## src/hw/rtl/sra_pkg.sv

```systemverilog
// Shared types and constants for the SPI register access master.
// Used by the front end, the slot queue, the shift engine and the top level.
package sra_pkg;

  localparam logic [7:0] WRITE_FLAG        = 8'h80;
  localparam logic [6:0] ADDR_MASK         = 7'h7F;
  localparam logic [7:0] HALF_PERIOD_RESET = 8'd8;
  localparam int         QUEUE_DEPTH       = 4;

  // One SPI byte slot, as classified by the front end.
  typedef struct packed {
    logic [7:0] mosi;
    logic [7:0] miso;
    logic       is_read;
    logic       is_address;
    logic       deselect;
    logic       result_last;
  } slot_t;

  typedef enum logic [2:0] {
    BK_IDLE,
    BK_LOW,
    BK_HIGH,
    BK_DESEL,
    BK_DONE
  } back_state_t;

endpackage

```

## src/hw/rtl/spi_register_access_master.sv

```systemverilog
// Top level of the SPI register access master: config register, front end,
// slot queue and shift engine. Depends on sra_pkg, sra_front, sra_queue, sra_back.
//
// Input channel (in_valid / in_stall): one transaction is one data byte of a
//   register burst. The first byte of a frame (first set, or no frame open)
//   also produces an address slot ahead of its data slot; last releases chip
//   select after the byte.
// Output channel (out_valid / out_stall): one transaction per SPI byte slot;
//   result_last marks the final slot of an input transaction.
// Config channel (cfg_valid / cfg_ready): writes half_period, the SCK half
//   period in clocks (zero runs as one). cfg_ready is always high; write it
//   only while the block is idle.
// Each byte slot is taken from the queue, shifted out as eight bits on SCK,
// and loaded into the output register; when chip select is released, a
// release delay comes before that load. An item that opens a frame costs
// two slots.
// Input is taken while earlier slots are still shifting, up to the queue depth.
// Stall on the output holds the finished slot and, behind it, the engine and
// then the input. Reset closes any frame, empties the queue, sets half_period
// to 8 and drops out_valid.
module spi_register_access_master import sra_pkg::*; #(
  parameter int QueueDepth = QUEUE_DEPTH
) (
  input  logic       clk,
  input  logic       rst,
  input  logic       cfg_valid,
  output logic       cfg_ready,
  input  logic [7:0] cfg_data,
  input  logic       in_valid,
  output logic       in_stall,
  input  logic       opcode,
  input  logic [6:0] reg_addr,
  input  logic [7:0] wr_data,
  input  logic [7:0] slave_byte,
  input  logic       first,
  input  logic       last,
  output logic       out_valid,
  input  logic       out_stall,
  output logic [7:0] mosi_byte,
  output logic [7:0] read_data,
  output logic       is_address,
  output logic       deselect,
  output logic       result_last
);

  logic [7:0] half_period;
  logic       q_full;
  logic       q_valid;
  logic       push;
  logic       pop;
  slot_t      push_slot;
  slot_t      head;

  // Config register: always ready, one write per transaction.
  assign cfg_ready = 1'b1;

  always_ff @(posedge clk) begin
    if (rst) begin
      half_period <= HALF_PERIOD_RESET;
    end else if (cfg_valid && cfg_ready) begin
      half_period <= cfg_data;
    end
  end

  // Classify items and track the frame.
  sra_front u_front (
    .clk        (clk),
    .rst        (rst),
    .in_valid   (in_valid),
    .in_stall   (in_stall),
    .opcode     (opcode),
    .reg_addr   (reg_addr),
    .wr_data    (wr_data),
    .slave_byte (slave_byte),
    .first      (first),
    .last       (last),
    .q_full     (q_full),
    .push       (push),
    .push_slot  (push_slot)
  );

  // Decouple classification from the slow shift engine.
  sra_queue #(
    .Depth (QueueDepth)
  ) u_queue (
    .clk       (clk),
    .rst       (rst),
    .push      (push),
    .push_slot (push_slot),
    .pop       (pop),
    .full      (q_full),
    .not_empty (q_valid),
    .head      (head)
  );

  // Shift each slot out on the SPI lines and report it.
  sra_back u_back (
    .clk         (clk),
    .rst         (rst),
    .half_period (half_period),
    .q_valid     (q_valid),
    .slot        (head),
    .pop         (pop),
    .out_valid   (out_valid),
    .out_stall   (out_stall),
    .mosi_byte   (mosi_byte),
    .read_data   (read_data),
    .is_address  (is_address),
    .deselect    (deselect),
    .result_last (result_last)
  );

endmodule

```

## src/hw/rtl/sra_front.sv

```systemverilog
// Front end: accepts input items, tracks the open frame, splits an item into
// an address slot and a data slot. Depends on sra_pkg.
module sra_front import sra_pkg::*; (
  input  logic       clk,
  input  logic       rst,
  input  logic       in_valid,
  output logic       in_stall,
  input  logic       opcode,
  input  logic [6:0] reg_addr,
  input  logic [7:0] wr_data,
  input  logic [7:0] slave_byte,
  input  logic       first,
  input  logic       last,
  input  logic       q_full,
  output logic       push,
  output slot_t      push_slot
);

  logic  frame_open;
  logic  frame_is_read;
  logic  pend_valid;
  slot_t pend;

  logic  accept;
  logic  need_addr;
  logic  data_is_read;
  slot_t addr_slot;
  slot_t data_slot;

  assign in_stall = pend_valid || q_full;
  assign accept   = in_valid && !in_stall;
  assign need_addr = first || !frame_open;
  assign data_is_read = need_addr ? opcode : frame_is_read;

  always_comb begin
    addr_slot.mosi        = opcode ? {1'b0, reg_addr & ADDR_MASK}
                                   : ({1'b0, reg_addr} | WRITE_FLAG);
    addr_slot.miso        = 8'd0;
    addr_slot.is_read     = 1'b0;
    addr_slot.is_address  = 1'b1;
    addr_slot.deselect    = 1'b0;
    addr_slot.result_last = 1'b0;

    data_slot.mosi        = data_is_read ? 8'd0 : wr_data;
    data_slot.miso        = slave_byte;
    data_slot.is_read     = data_is_read;
    data_slot.is_address  = 1'b0;
    data_slot.deselect    = last;
    data_slot.result_last = 1'b1;
  end

  // Pending data slot goes first; otherwise push straight from the input.
  always_comb begin
    push      = 1'b0;
    push_slot = data_slot;
    if (pend_valid) begin
      push      = !q_full;
      push_slot = pend;
    end else if (accept) begin
      push      = 1'b1;
      push_slot = need_addr ? addr_slot : data_slot;
    end
  end

  always_ff @(posedge clk) begin
    if (rst) begin
      frame_open    <= 1'b0;
      frame_is_read <= 1'b0;
      pend_valid    <= 1'b0;
    end else begin
      if (pend_valid && !q_full) begin
        pend_valid <= 1'b0;
      end
      if (accept) begin
        frame_open <= !last;
        if (need_addr) begin
          frame_is_read <= opcode;
          pend_valid    <= 1'b1;
        end
      end
    end
  end

  always_ff @(posedge clk) begin
    if (accept && need_addr) begin
      pend <= data_slot;
    end
  end

`ifndef SYNTH
  a_pend_drains: assert property (@(posedge clk) disable iff (rst)
    (pend_valid && !q_full) |=> !pend_valid)
    else $error("pending data slot not drained");
`endif

endmodule

```

## src/hw/rtl/sra_queue.sv

```systemverilog
// Short slot queue between the front end and the shift engine.
// Register based, one push and one pop per cycle. Depends on sra_pkg.
module sra_queue import sra_pkg::*; #(
  parameter int Depth = QUEUE_DEPTH
) (
  input  logic  clk,
  input  logic  rst,
  input  logic  push,
  input  slot_t push_slot,
  input  logic  pop,
  output logic  full,
  output logic  not_empty,
  output slot_t head
);

  localparam int PtrW = (Depth > 1) ? $clog2(Depth) : 1;
  localparam int CntW = $clog2(Depth + 1);

  slot_t            entry [Depth];
  logic [PtrW-1:0]  wr_ptr;
  logic [PtrW-1:0]  rd_ptr;
  logic [CntW-1:0]  count;

  assign full      = (count == CntW'(Depth));
  assign not_empty = (count != '0);
  assign head      = entry[rd_ptr];

  always_ff @(posedge clk) begin
    if (rst) begin
      wr_ptr <= '0;
      rd_ptr <= '0;
      count  <= '0;
    end else begin
      if (push) begin
        wr_ptr <= (wr_ptr == PtrW'(Depth - 1)) ? '0 : wr_ptr + 1'b1;
      end
      if (pop) begin
        rd_ptr <= (rd_ptr == PtrW'(Depth - 1)) ? '0 : rd_ptr + 1'b1;
      end
      if (push && !pop) begin
        count <= count + 1'b1;
      end else if (pop && !push) begin
        count <= count - 1'b1;
      end
    end
  end

  always_ff @(posedge clk) begin
    if (push) begin
      entry[wr_ptr] <= push_slot;
    end
  end

`ifndef SYNTH
  a_no_overflow: assert property (@(posedge clk) disable iff (rst)
    full |-> !push || pop)
    else $error("slot queue overflow");
`endif

endmodule

```

## src/hw/rtl/sra_back.sv

```systemverilog
// Shift engine: runs one SPI byte slot at a time in mode 0, MSB first,
// with the chip-select release delay, into an output register. Depends on sra_pkg.
module sra_back import sra_pkg::*; (
  input  logic       clk,
  input  logic       rst,
  input  logic [7:0] half_period,
  input  logic       q_valid,
  input  slot_t      slot,
  output logic       pop,
  output logic       out_valid,
  input  logic       out_stall,
  output logic [7:0] mosi_byte,
  output logic [7:0] read_data,
  output logic       is_address,
  output logic       deselect,
  output logic       result_last
);

  back_state_t state;
  back_state_t state_next;

  slot_t       cur;
  logic [7:0]  timer;
  logic [2:0]  bit_cnt;
  logic [7:0]  tx_sr;
  logic [7:0]  tx_cap;
  logic [7:0]  miso_sr;
  logic [7:0]  rx_sr;

  logic        load_slot;
  logic        load_timer;
  logic        dec_timer;
  logic        start_high;
  logic        next_bit;
  logic        load_out;
  logic [7:0]  timer_load;

  // A zero half period runs as one clock.
  assign timer_load = (half_period == 8'd0) ? 8'd0 : half_period - 8'd1;

  always_ff @(posedge clk) begin
    if (rst) begin
      state <= BK_IDLE;
    end else begin
      state <= state_next;
    end
  end

  always_comb begin
    state_next = state;
    pop        = 1'b0;
    load_slot  = 1'b0;
    load_timer = 1'b0;
    dec_timer  = 1'b0;
    start_high = 1'b0;
    next_bit   = 1'b0;
    load_out   = 1'b0;
    case (state)
      BK_IDLE: begin
        if (q_valid) begin
          pop        = 1'b1;
          load_slot  = 1'b1;
          load_timer = 1'b1;
          state_next = BK_LOW;
        end
      end
      BK_LOW: begin
        if (timer == 8'd0) begin
          start_high = 1'b1;
          load_timer = 1'b1;
          state_next = BK_HIGH;
        end else begin
          dec_timer = 1'b1;
        end
      end
      BK_HIGH: begin
        if (timer == 8'd0) begin
          load_timer = 1'b1;
          if (bit_cnt == 3'd0) begin
            state_next = cur.deselect ? BK_DESEL : BK_DONE;
          end else begin
            next_bit   = 1'b1;
            state_next = BK_LOW;
          end
        end else begin
          dec_timer = 1'b1;
        end
      end
      BK_DESEL: begin
        if (timer == 8'd0) begin
          state_next = BK_DONE;
        end else begin
          dec_timer = 1'b1;
        end
      end
      BK_DONE: begin
        if (!out_valid || !out_stall) begin
          load_out   = 1'b1;
          state_next = BK_IDLE;
        end
      end
      default: begin
        state_next = BK_IDLE;
      end
    endcase
  end

  always_ff @(posedge clk) begin
    if (load_timer) begin
      timer <= timer_load;
    end else if (dec_timer) begin
      timer <= timer - 8'd1;
    end
    if (load_slot) begin
      cur     <= slot;
      bit_cnt <= 3'd7;
      tx_sr   <= slot.mosi;
      miso_sr <= slot.miso;
    end
    if (next_bit) begin
      bit_cnt <= bit_cnt - 3'd1;
      tx_sr   <= {tx_sr[6:0], 1'b0};
    end
    // Rising SCK edge: sample both lines.
    if (start_high) begin
      tx_cap  <= {tx_cap[6:0], tx_sr[7]};
      rx_sr   <= {rx_sr[6:0], miso_sr[7]};
      miso_sr <= {miso_sr[6:0], 1'b0};
    end
    if (load_out) begin
      mosi_byte   <= tx_cap;
      read_data   <= cur.is_read ? rx_sr : 8'd0;
      is_address  <= cur.is_address;
      deselect    <= cur.deselect;
      result_last <= cur.result_last;
    end
  end

  always_ff @(posedge clk) begin
    if (rst) begin
      out_valid <= 1'b0;
    end else if (load_out) begin
      out_valid <= 1'b1;
    end else if (!out_stall) begin
      out_valid <= 1'b0;
    end
  end

`ifndef SYNTH
  a_pop_idle: assert property (@(posedge clk) disable iff (rst)
    pop |-> state == BK_IDLE && q_valid)
    else $error("slot taken outside idle");
  a_done_loads: assert property (@(posedge clk) disable iff (rst)
    (state == BK_DONE && (!out_valid || !out_stall)) |=> out_valid && state == BK_IDLE)
    else $error("finished slot not delivered");
  a_addr_clean: assert property (@(posedge clk) disable iff (rst)
    (out_valid && is_address) |-> read_data == 8'd0 && !deselect && !result_last)
    else $error("address slot carries data fields");
`endif

endmodule
```

## config.mk

```make
export PLATFORM = sky130hd
export DESIGN_NAME = spi_register_access_master
export DESIGN_NICKNAME = d
export VERILOG_FILES = /design/src/hw/rtl/sra_pkg.sv /design/src/hw/rtl/spi_register_access_master.sv /design/src/hw/rtl/sra_front.sv /design/src/hw/rtl/sra_queue.sv /design/src/hw/rtl/sra_back.sv
export SDC_FILE = /design/constraint.sdc
export NUM_CORES = 1
export LEC_CHECK = 0
export BUFFER_PORTS_ARGS = -buffer_cell sky130_fd_sc_hd__buf_4
export CAP_MARGIN = 20
export CORE_UTILIZATION = 60
export CTS_BUF_LIST = sky130_fd_sc_hd__clkbuf_8
export CTS_CLUSTER_SIZE = 28
export DETAILED_ROUTE_END_ITERATION = 7
export HOLD_SLACK_MARGIN = 0.08
export PLACE_DENSITY = 0.8
export SETUP_SLACK_MARGIN = 0.15
export SYNTH_ARGS = -nofsm -noshare
export SYNTH_HDL_FRONTEND = slang
export SYNTH_SLANG_ARGS = --single-unit
```

## constraint.sdc

```tcl
create_clock -name clk -period 3.5 [get_ports clk]
set_input_delay 0.35 -clock clk [delete_from_list [all_inputs] [get_ports clk]]
set_output_delay 0.35 -clock clk [all_outputs]
set_load 0.05 [all_outputs]
```

==> impl_results.md, run 1 <==
* Max Cap Violations at 0
* Maximum fanout along the worst path at 12
* HP Class: input port to flop
* Asr flop ratio synth at 0%
* Clock Tree Buf Depth at 2
* Post-Synthesis Net Count at ~550
* Post-Layout Cell Count at between 700 and 800
* Residual DRC at 0
* Post-Route WL at between 10,000 and 15,000 um
* CP Launch Type: flop
* CTS tree: done
* Final setup violation count at 0
* Status: completed
* Pint at about 4400 uW
* Area fraction in compound gates after synthesis at under 10%
* Simple-gate share of the synthesized area at 8.410%
* Clock buffer count from CTS at 17
* Number of global-route vias before repair at between 4,000 and 5,000
* Dpl ws at slightly below 0.9 ns
* GRT busiest layer: met2
* Placed Instances at just over 700
* Post-DP HPWL at roughly 8400 um
* Clock Latency Late Sink at about 0.45 ns
* Main combinational cell family by area after synthesis: simple AND/OR/NAND/NOR gates
* Post_cts resized at 0
* R2R Setup Slk at 0.84 ns
* Sum of negative setup slack at 0 ns
* Final Cycle Share at 75.95%
* DR WL/cell at ~17 um
* Clock sink total at around 190
* Met1 Usage GRT at between 20% and 30%
* Slew margin rel. at roughly 30%
* DIE AREA at 0.01307 mm2
* RSZ-0062 raised after global routing: no
* Skew final at roughly 0.0091 ns
* Num rows at 40
* Endpoints failing hold at 0
* N_diodes at 0
* Synth Area in Adders at approximately 2.1%
* Vias at ~4,200
* Hold Startpoint: cfg_data[3]
* Critical R2R Launch: u_back.timer[0]
* # nets final at 620
* Die extent in y at about 110 um
* Pwr Density at ~740 mW/mm2
* Switch share at a little under a third
* Post-synthesis cell area at 0.007572 mm2
* Sequential share of the synthesized area at 71.12%
* Met3 track demand over resource at under 10%
* Antenna violations before repair at 0
* Crit-path slowest cell: or4b_1
* Sequential power share at ~52%
* Clk slew on worst S/H paths at 0.09 ns
* Grt total ovfl at 0
* Logic pwr share at 27.2%
* Largest net degree at the start of global routing at 41
* LEAKAGE at 0.003132 uW
* First-pass GRT wire length at 20,070 um
* Number of flops mapped to enable cells by yosys at 162
* Critical Path RT at ~3.6 ns
* Fin crit period at roughly 2.7 ns
* Xor/xnor share of the synthesized area at around 1.7%
* Achievable Freq at ~380 MHz
* Die Wd at between 100 and 150 um
* Final Max Slew Viols at 0
* PnR worst setup slack at roughly 0.84 ns
* Tot GR Track Use at 20.97%
* Layout cell share with drive strength beyond 1 at between 20% and 30%
* Synth Flop Type: edfxtp_1
* Mapped Cells at a little under 500
* Crit-path cells: inv_1 > ha_1 > or4b_1 > nor2_1 > and3_1 > or2_2
* Post-DRT Antenna Nets at 0
* Setup crit end kind: flop
* Worst Tran Pin Value at around 1.1 ns
* Clock power share at roughly 20%
* Yosys cell types at roughly 50
* Post-synthesis mux area share at under 10%
* Kind of critical path: flop to flop
* VDD IR max at 0.4024 mV
* NetSw at 2031 uW
* First-iteration detailed-routing DRC count at 303
* Synth-to-Final Area Change at 14.28%
* Fillers at between 700 and 800
* Yosys warnings at 0
* H-tree levels at 4
* Clk root buf: clkbuf_8
* Port Buf Inserts at 59
* Setup crit start: u_back.timer[0]
* Core area at between 0.01 and 0.015 mm2
* # Post-CTS Setup Buffers at 0
* Pre-Repair DR Iteration Count at 5
* Max incr delay on CP at between 0.6 and 0.7 ns
* Cts-stage hold buffer count at 9
* Met2 GRT Util at 34.63%
* Avg Inst Size Synth at about 15 um2
* Critical path data arrival time at approximately 2.8 ns
* Placer Congestion at about 0.8
* Vias per cell at around 5.6
* FF+latch count, synth at 188
* IO Count at just over 60
* Starting Density at ~62%
[area by class of cell]
class	instances	area (um2)	area share [%]
Sequential cell	188	5385	62.23
Multi-Input combinational cell	258	1982	22.90
Inverter	25	93.84	1.084
Clock buffer	18	247.7	2.863
Clock inverter	14	118.9	1.374
Tap cell	168	210.2	2.429
Timing Repair Buffer	79	615.6	7.114
[cell families (layout without fill, tap and decap cells)]
logic type               Yosys count  after routing
XOR/XNOR                          15             15
AND/OR/NAND/NOR                  129            129
AO/OA/AOI/OAI                     69             69
multiplexers                      32             32
buffers and inverters             50            136
flip-flops                       188            188
adder cells (fa/ha/maj)           12             12
other                              1              1
[cell usage in the layout, fill, tap and decap left out, types with 3 or more instances in the layout]
cell type      count
edfxtp_1         162
buf_4             70
nand2_1           61
inv_1             26
dfxtp_1           26
nor2_1            21
mux4_2            20
clkbuf_8          18
o21ai_0           15
a22o_1            14
and2_1            13
mux2i_1           12
a21oi_1           11
ha_1              11
xnor2_1           10
dlygate4sd3_1      9
o22ai_1            7
o311ai_0           7
nor3_1             6
xor2_1             5
or3_1              3
nor2b_1            3
nor3b_1            3
o31ai_1            3
or2_2              3
clkinv_2           3
inv_6              3
clkinvlp_4         3
[worst paths after layout]
kind | end | cells past startpoint
hold / removal | half_period[3] | 3
setup / recovery | u_back.tx_sr[2] | 6
hold reg to reg | u_back.mosi_byte[7] | 0
setup reg to reg | u_back.tx_sr[2] | 6
[flip-flops by register name (all words and copies together) (netlist names), named ones only]
| register | flops |
|---|---|
| u_front.frame_is_read | 1 |
| u_back.is_address | 1 |
| u_back.state | 3 |
| u_back.out_valid | 1 |
| u_back.cur | 4 |
| u_back.miso_sr | 8 |
| u_back.read_data | 8 |
| half_period | 8 |
| u_front.pend_valid | 1 |
| u_back.tx_sr | 8 |
| u_queue.rd_ptr | 2 |
| u_queue.entry | 80 |
| u_front.frame_open | 1 |
| u_back.tx_cap | 8 |
| u_front.pend | 18 |
| u_back.deselect | 1 |
| u_back.mosi_byte | 8 |
| u_back.bit_cnt | 3 |
| u_back.timer | 8 |
| u_queue.wr_ptr | 2 |
| u_back.result_last | 1 |
| u_queue.count | 3 |
| u_back.rx_sr | 8 |
[synthesized netlist by cell type, types with 10 or more instances]
cell type,count,area share [%]
a21oi_1,12,0.79
a22o_1,14,1.6
and2_1,13,1.1
clkbuf_1,14,0.69
dfxtp_1,26,6.9
edfxtp_1,162,64
ha_1,11,1.8
inv_1,25,1.2
mux2i_1,12,1.6
mux4_2,20,5.9
nand2_1,61,3.0
nor2_1,21,1.0
o21ai_0,15,0.99
xnor2_1,10,1.2
[worst max-delay path, delay by kind of cell (launching register included)]
| kind | cells | cell delay, ns |
|---|---|---|
| simple gates | 4 | 1.62 |
| flops | 1 | 0.44 |
| fa+ha+maj | 1 | 0.20 |
| buf+inv | 1 | 0.09 |
[layer usage]
metal | vias up | share of wire, % | wire length, um
li1 | 2004 | - | -
met1 | 2029 | 45 | 5662
met2 | 132 | 49 | 6088
met3 | 21 | 4.3 | 543
met4 | 0 | 1.7 | 210
met5 | - | 0 | 0
[power by group through the flow]
stage	Sequential, uW	Clock, uW	Combinational, uW
detailed placement	3420	0	1740
CTS	3370	1330	1760
global placement	3390	0	1670
global route	3420	1420	1900
floorplan	3500	0	1160
finish	3360	1310	1750
[through the flow]
step | instance area, um2 | hold slack, ns | power (uW) | util [%]
global route | 8653 | 0.1153 | 6742 | 71.15
detailed placement | 8197 | 0.4147 | 5159 | 67.40
CTS | 8653 | 0.1009 | 6454 | 71.15
floorplan | 7572 | 0.4003 | 4651 | -
global placement | 8197 | 0.4021 | 5061 | 67.40
finish | 8653 | 0.1309 | 6424 | 71.15
Note: power is estimated with default switching activity, not from simulation.
==> run 2: changes to the inputs <==
--- a/config.mk
+++ b/config.mk
@@ -5,6 +5,7 @@
 export SDC_FILE = /design/constraint.sdc
 export NUM_CORES = 1
 export LEC_CHECK = 0
+export ABC_AREA = 1
 export BUFFER_PORTS_ARGS = -buffer_cell sky130_fd_sc_hd__buf_4
 export CAP_MARGIN = 20
 export CORE_UTILIZATION = 60
==> constraint.sdc (replaced) <==
create_clock -name clk -period 2.6 [get_ports clk]
set_input_delay 0.26 -clock clk [delete_from_list [all_inputs] [get_ports clk]]
set_output_delay 0.26 -clock clk [all_outputs]
set_load 0.05 [all_outputs]
==> run 2 against run 1 <==
- global-route usage grew 2.3 points
- register-to-register slack lost 0.28 ns
- clock power grew 34%
- critical endpoint is now u_queue.count[2]
- die area grew 4.4%
- clock-buffer cell count shrank 1
- cell count grew 29%
- combinational power grew 61%
- synthesized area grew 4.5%
- sequential power grew 35%
==> impl_results.md, run 2 <==
* VDD IR max at 0.6241 mV (+55%)
* Status: completed
* Max incr delay on CP at 0.39 ns (-0.23 ns)
* Num rows at 41 (+2.5%)
* Die extent in y at 116.8 um (+2.2%)
* Synth top area share at 61.50% (-2.7 points)
* Port Buf Inserts at 59 (unchanged)
* Main combinational cell family by area after synthesis: simple AND/OR/NAND/NOR gates
* Fin crit period at 2.035 ns (-0.6232 ns)
* Logic pwr share at 30.9% (+3.7 points)
* Clock Tree Buf Depth at 2 (unchanged)
* Post-synthesis mux area share at 0% (-7.5 points)
* Setup crit end kind: flop
* Yosys warnings at 0 (unchanged)
* Pre-Repair DR Iteration Count at 5 (unchanged)
* Placer Congestion at 0.8096 (+1.5%)
* Post_cts resized at 0 (unchanged)
* Final Cycle Share at 78.27% (+2.3 points)
* Largest regs: u_queue.entry: 80 flops, u_front.pend: 18 flops
* Pwr Density at 1007 mW/mm2 (+36%)
* Largest cells by area after synthesis: edfxtp_1 61%, nand2_1 7.8%, dfxtp_1 6.6%, inv_1 3.7%, nand3_1 3.7%
* Final setup violation count at 0 (unchanged)
* Setup crit end: u_queue.count[2]
* Synth Flop Type: edfxtp_1
* Area fraction in compound gates after synthesis at 6.738% (+0.43 points)
* Max Cap Violations at 0 (unchanged)
* First-pass GRT wire length at 23,440 um (+17%)
* Vias at 5,128 (+23%)
* Biggest register: u_queue.entry
* Worst Path Buf+Inv at 2 (+1)
* IO Count at 61 (unchanged)
* Crit-path cells: inv_1 > nand3_1 > nand3_4 > ha_1 > inv_1 > fa_1 > nor2_1 > nor2_1 > nand2_1 > o21ai_0 > a21oi_1
* Slew margin rel. at 45.04% (+15 points)
* Largest net degree at the start of global routing at 57 (+39%)
* R2r endpoint: u_queue.count[2]
* Endpoints failing hold at 0 (unchanged)
* Sequential share of the synthesized area at 68.08% (-3.0 points)
* Switch share at 35.81% (+4.2 points)
* Mapped Cells at 700 (+41%)
* CP Launch Type: flop
* DR WL/cell at 14.93 um (-10%)
* Most frequent cells in the layout: 164 x nand2_1, 162 x edfxtp_1, 80 x inv_1
* Final Max Slew Viols at 0 (unchanged)
* Maximum fanout along the worst path at 9 (-3)
* Starting Density at 62.18% (-0.088 points)
* Post-synth top area cell: edfxtp_1
* PnR worst setup slack at 0.5649 ns (-0.2768 ns)
* Post-DP HPWL at 9581 um (+14%)
* Clock power share at 19.3% (-1.1 points)
* Tot GR Track Use at 23.27% (+2.3 points)
* Pint at 5860 uW (+33%)
* R2R Setup Slk at 0.56 ns (-0.28 ns)
* HP Class: input port to flop
* Critical R2R Launch: u_queue.count[0]
* Asr flop ratio synth at 0% (unchanged)
* Skew final at 0.01446 ns (+0.005334 ns)
* Commonest non-fill, non-tap cell in the layout: nand2_1
* Core area at 0.01272 mm2 (+4.6%)
* Sum of negative setup slack at 0 ns (unchanged)
* Synth-to-Final Area Change at 14.65%
* Xor/xnor share of the synthesized area at 1.329% (-0.41 points)
* H-tree levels at 4 (unchanged)
* Layout cell share with drive strength beyond 1 at 16.92% (-5.2 points)
* Max reg flops at 80 (unchanged)
* DIE AREA at 0.01365 mm2 (+4.4%)
* Post-Route WL at 14,480 um (+16%)
* Achievable Freq at 491.4 MHz (+31%)
* Yosys cell types at 37 (-27%)
* Simple-gate share of the synthesized area at 15.91% (+7.5 points)
* Avg Inst Size Synth at 11.30 um2 (-26%)
* Clock Latency Late Sink at 0.46 ns (about the same)
* Register-to-Register Path Depth at 11 (+5)
* Grt total ovfl at 0 (unchanged)
* RSZ-0062 raised after global routing: no
* CTS tree: done
* Kind of critical path: flop to flop
* Clk slew on worst S/H paths at 0.09 ns (about the same)
* Die Wd at 116.8 um (+2.2%)
* Worst path top cell family by delay: simple AND/OR/NAND/NOR gates
* Vias per cell at 5.287 (-5.3%)
* Worst Tran Pin Value at 0.8235 ns (-0.2315 ns)
* # nets final at 836 (+35%)
* Most common cell in the netlist: nand2_1
* Number of flops mapped to enable cells by yosys at 162 (unchanged)
* FF+latch count, synth at 188 (unchanged)
* Worst path depth at 11 (+5)
* Post-DRT Antenna Nets at 0 (unchanged)
* Critical Path RT at 2.98 ns (-0.66 ns)
* Fillers at 919 (+16%)
* N_diodes at 0 (unchanged)
* Post-synthesis cell area at 0.007910 mm2 (+4.5%)
* Critical path data arrival time at 2.42 ns (-0.38 ns)
* Clock buffer count from CTS at 17 (unchanged)
* Residual DRC at 0 (unchanged)
* Crit-path slowest cell: fa_1
* Clock sink total at 188 (unchanged)
* Synth cell count leaders: 164 x nand2_1, 162 x edfxtp_1, 79 x inv_1, 59 x nand3_1
* Post-Synthesis Net Count at 751 (+37%)
* First-iteration detailed-routing DRC count at 442 (+46%)
* Antenna violations before repair at 0 (unchanged)
* Sequential power share at 49.8% (-2.5 points)
* Number of global-route vias before repair at 4,930 (+23%)
* Synth Area in Adders at 1.993% (-0.089 points)
* Clk root buf: clkbuf_8
* NetSw at 3270 uW (+61%)
* Setup crit start: u_queue.count[0]
* Dpl ws at 0.5804 ns (-0.3015 ns)
* LEAKAGE at 0.003778 uW (+21%)
-- run 2: layout make-up --
cell class | instances | area, um2 | area share [%]
clock buffer | 17 | 234.0 | 2.580
timing repair buffer | 88 | 715.7 | 7.892
clock inverter | 15 | 122.6 | 1.352
sequential | 188 | 5385 | 59.38
tap | 172 | 215.2 | 2.373
multi-input combinational | 401 | 2062 | 22.74
inverter | 89 | 334.1 | 3.684
-- run 2: timing repair --
action	in CTS	in global routing
endpoints found under the setup margin	0	0
endpoints found under the hold margin	23	0
hold buffers	22	0
buffers inserted	0	0
-- run 2: stage by stage --
stage	hold WS, ns	instances	area [um2]	power [uW]	utilization (%)
6_report	0.1083	970	9069	9129	71.28
3_5_place_dp	0.4054	916	8492	7402	66.75
5_1_grt	0.1060	970	9069	9679	71.28
3_3_place_gp	0.4030	916	8492	7212	66.75
4_1_cts	0.09586	970	9069	9158	71.28
2_1_floorplan	0.3291	700	7910	6662	-
-- run 2: logic make-up (layout without fill, tap and decap cells) --
logic type,Yosys count,count (layout)
flip-flops,188,188
buffers and inverters,111,209
XOR/XNOR,12,12
adder cells (fa/ha/maj),12,12
AND/OR/NAND/NOR,281,281
other,1,1
AO/OA/AOI/OAI,95,95
-- run 2: routing by layer --
| metal | GRT usage [%] | wire length (um) |
|---|---|---|
| met3 | 5.046 | 627 |
| met4 | 8.945 | 196 |
| met2 | 40.28 | 7434 |
| met1 | 28.82 | 6219 |
| met5 | 0 | 0 |
-- run 2: power by group through the flow --
stage | Sequential [uW] | Clock (uW) | Combinational [uW]
floorplan | 4680 | 0 | 1980
global placement | 4580 | 0 | 2640
detailed placement | 4610 | 0 | 2790
CTS | 4550 | 1790 | 2830
global route | 4610 | 1910 | 3150
finish | 4540 | 1760 | 2820
-- run 2: worst min path at each step --
stage / from / end / slack [ns] / cells after the start
floorplan: rst / u_back.out_valid / 0.33 / 1
global placement: u_back.miso_sr[7] / u_back.rx_sr[0] / 0.40 / 0
detailed placement: u_back.tx_sr[7] / u_back.tx_cap[0] / 0.41 / 0
CTS: cfg_data[0] / half_period[0] / 0.1 / 3
global route: out_stall / u_back.result_last / 0.11 / 2
finish: cfg_data[0] / half_period[0] / 0.11 / 3
-- run 2: tightest hold or removal path: stages --
cell     delay [ns]
buf_4          0.07
o21ai_0        0.07
a21oi_1        0.12
==> run 3: changes to the inputs <==
--- a/config.mk
+++ b/config.mk
@@ -8,12 +8,12 @@
 export ABC_AREA = 1
 export BUFFER_PORTS_ARGS = -buffer_cell sky130_fd_sc_hd__buf_4
 export CAP_MARGIN = 20
-export CORE_UTILIZATION = 60
+export CORE_UTILIZATION = 56
 export CTS_BUF_LIST = sky130_fd_sc_hd__clkbuf_8
 export CTS_CLUSTER_SIZE = 28
 export DETAILED_ROUTE_END_ITERATION = 7
 export HOLD_SLACK_MARGIN = 0.08
-export PLACE_DENSITY = 0.8
+export PLACE_DENSITY = 0.78
 export SETUP_SLACK_MARGIN = 0.15
 export SYNTH_ARGS = -nofsm -noshare
 export SYNTH_HDL_FRONTEND = slang
==> constraint.sdc (replaced) <==
create_clock -name clk -period 1.69 [get_ports clk]
set_input_delay 0.169 -clock clk [delete_from_list [all_inputs] [get_ports clk]]
set_output_delay 0.169 -clock clk [all_outputs]
set_load 0.05 [all_outputs]
==> run 3 against run 2 <==
- total power is 69% higher
- clock power is 55% higher
- clock skew hardly changed
- non-clock buffer count is 45 higher
- sequential power is 55% higher
- global-route usage is 0.76 points lower
- via count is 5.4% higher
- sequential share of layout area is 4.3 points lower
- die area is 7.0% higher
- critical path type unchanged
- largest power group unchanged
==> impl_results.md, run 3 (same netlist as run 2, synthesis figures left out) <==
* Residual DRC at 0 (unchanged)
* Clock Tree Buf Depth at 2 (unchanged)
* Endpoints failing hold at 0 (unchanged)
* Slew margin rel. at 61.57% (+17 points)
* Final Cycle Share at 93.76% (+15 points)
* Max Cap Violations at 0 (unchanged)
* Crit-path cells: inv_2 > ha_4 > nand2_4 > nor2_4 > nand2_2 > nand2_4 > inv_6 > nand2_2 > o21ai_2
* VDD IR max at 1.018 mV (+63%)
* Worst path top cell family by delay: simple AND/OR/NAND/NOR gates
* Kind of critical path: flop to flop
* Final core utilization at 70.84% (-0.45 points)
* Biggest register: u_queue.entry
* # nets final at 883 (+5.6%)
* IO Count at 61 (unchanged)
* Achievable Freq at 631.1 MHz (+28%)
* Largest net degree at the start of global routing at 35 (-39%)
* Post-DP HPWL at 9738 um (+1.6%)
* Clock Latency Late Sink at 0.47 ns (about the same)
* CTS tree: done
* DR WL/cell at 15.16 um (+1.6%)
* First-iteration detailed-routing DRC count at 343 (-22%)
* Starting Density at 57.21% (-5.0 points)
* Port Buf Inserts at 59 (unchanged)
* Setup crit start: u_back.timer[0]
* Clock buffer count from CTS at 17 (unchanged)
* N_diodes at 0 (unchanged)
* Dpl ws at -0.02249 ns (-0.6029 ns)
* Pwr Density at 1573 mW/mm2 (+56%)
* Status: completed
* Vias per cell at 5.272 (-0.27%)
* Max incr delay on CP at 0.43 ns (+0.04 ns)
* Pre-Repair DR Iteration Count at 5 (unchanged)
* Skew final at 0.01419 ns (-0.0002649 ns)
* Core area at 0.01383 mm2 (+8.7%)
* Critical R2R Launch: u_back.timer[0]
* Clock sink total at 188 (unchanged)
* Synth-to-Final Area Change at 23.82%
* CP Launch Type: flop
* Die extent in y at 120.9 um (+3.4%)
* Placer Congestion at 0.7570 (-6.5%)
* Worst Path Buf+Inv at 2 (unchanged)
* Tot GR Track Use at 22.51% (-0.76 points)
* Die Wd at 120.9 um (+3.4%)
* Maximum fanout along the worst path at 7 (-2)
* DIE AREA at 0.01460 mm2 (+7.0%)
* Antenna violations before repair at 0 (unchanged)
* Fin crit period at 1.584 ns (-0.4507 ns)
* Hold Startpoint: reg_addr[2]
* Post-Route WL at 15,540 um (+7.3%)
* Crit-path slowest cell: edfxtp_1
* Setup crit end kind: flop
* Largest regs: u_queue.entry: 80 flops, u_front.pend: 18 flops
* Commonest non-fill, non-tap cell in the layout: edfxtp_1
* Final setup violation count at 0 (unchanged)
* LEAKAGE at 0.004056 uW (+7.4%)
* First-pass GRT wire length at 24,860 um (+6.1%)
* Total power at 15,410 uW (+69%)
* Critical Path RT at 1.92 ns (-1.06 ns)
* Layout cell share with drive strength beyond 1 at 25.92% (+9.0 points)
* Worst Tran Pin Value at 0.5756 ns (-0.2479 ns)
* Grt total ovfl at 0 (unchanged)
* Clk slew on worst S/H paths at 0.09 ns (about the same)
* Vias at 5,404 (+5.4%)
* PnR worst setup slack at 0.1055 ns (-0.4593 ns)
* Number of global-route vias before repair at 5,362 (+8.8%)
* Area after DPL at 0.008752 mm2 (+3.1%)
* HP Class: input port to flop
* Most frequent cells in the layout: 162 x edfxtp_1, 148 x nand2_1, 92 x buf_4
* Fin Hold WS at 0.1517 ns (+0.04336 ns)
* RSZ-0062 raised after global routing: yes
* Critical path data arrival time at 1.81 ns (-0.61 ns)
* Num rows at 43 (+4.9%)
* Final Max Slew Viols at 0 (unchanged)
* Max reg flops at 80 (unchanged)
* Post-DRT Antenna Nets at 0 (unchanged)
* Clk root buf: clkbuf_8
* H-tree levels at 4 (unchanged)
* Final Cell Area at 0.009794 mm2 (+8.0%)
## run 3: changes by cell type in the layout (fill, tap and decap cells not counted), sizes merged
cell and delta:
dlygate4sd3 +8, buf +37, clkinv -2, clkinvlp +4
## run 3: per-stage QoR
stage / TNS, ns / instances
final: 0 / 1025
after global routing: 0 / 1025
after CTS: 0 / 1008
after detailed placement: -0.1564 / 935
after global placement: 0 / 935
after floorplan: 0 / 700
## run 3: layout make-up
class | instances | area (um2)
Timing Repair Buffer | 133 | 1189
Clock inverter | 15 | 122.6
Sequential cell | 188 | 5395
Multi-Input combinational cell | 401 | 2246
Timing Repair inverter | 2 | 13.76
Fill cell | 908 | 4033
Tap cell | 180 | 225.2
Inverter | 89 | 369.1
Clock buffer | 17 | 234.0
## run 3: power by group
part | total, uW | leakage, uW | switching [uW] | internal [uW]
combinational | 5660 | 0.00215 | 3490 | 2170
clock | 2720 | 0.000180 | 1560 | 1160
sequential | 7020 | 0.00173 | 462 | 6560
## run 3: path summary, 6_finish.rpt
path / slack (ns) / endpoint / cells after the start
setup / recovery: 0.11 / u_back.timer[7] / 9
setup reg to reg: 0.11 / u_back.timer[7] / 9
hold / removal: 0.15 / u_queue.entry[0][14] / 5
hold reg to reg: 0.43 / u_back.mosi_byte[7] / 0
## run 3: repair_timing
item,4_1_cts,5_1_grt
endpoints found under the setup margin,105,161
endpoints found under the hold margin,43,3
cloned,1,1
buffers inserted,11,15
resized for setup,23,31
pin swaps,7,12
hold buffers,29,1
## run 3: routing by layer
metal / track usage, % / part of all wire [%] / vias to the layer above
met4: 9.877 / 2.0 / 0
li1: - / - / 2630
met5: 0 / 0 / -
met1: 26.68 / 41 / 2594
met3: 4.793 / 4.1 / 28
met2: 39.43 / 53 / 152
## run 3: worst register-to-register path: cells and delay by family, from the launching register on
kind	cells	cell delay (ns)
flip-flops	1	0.43
AO/OA/AOI/OAI	1	0.05
adder cells (fa/ha/maj)	1	0.15
buffers and inverters	2	0.18
AND/OR/NAND/NOR	5	0.53
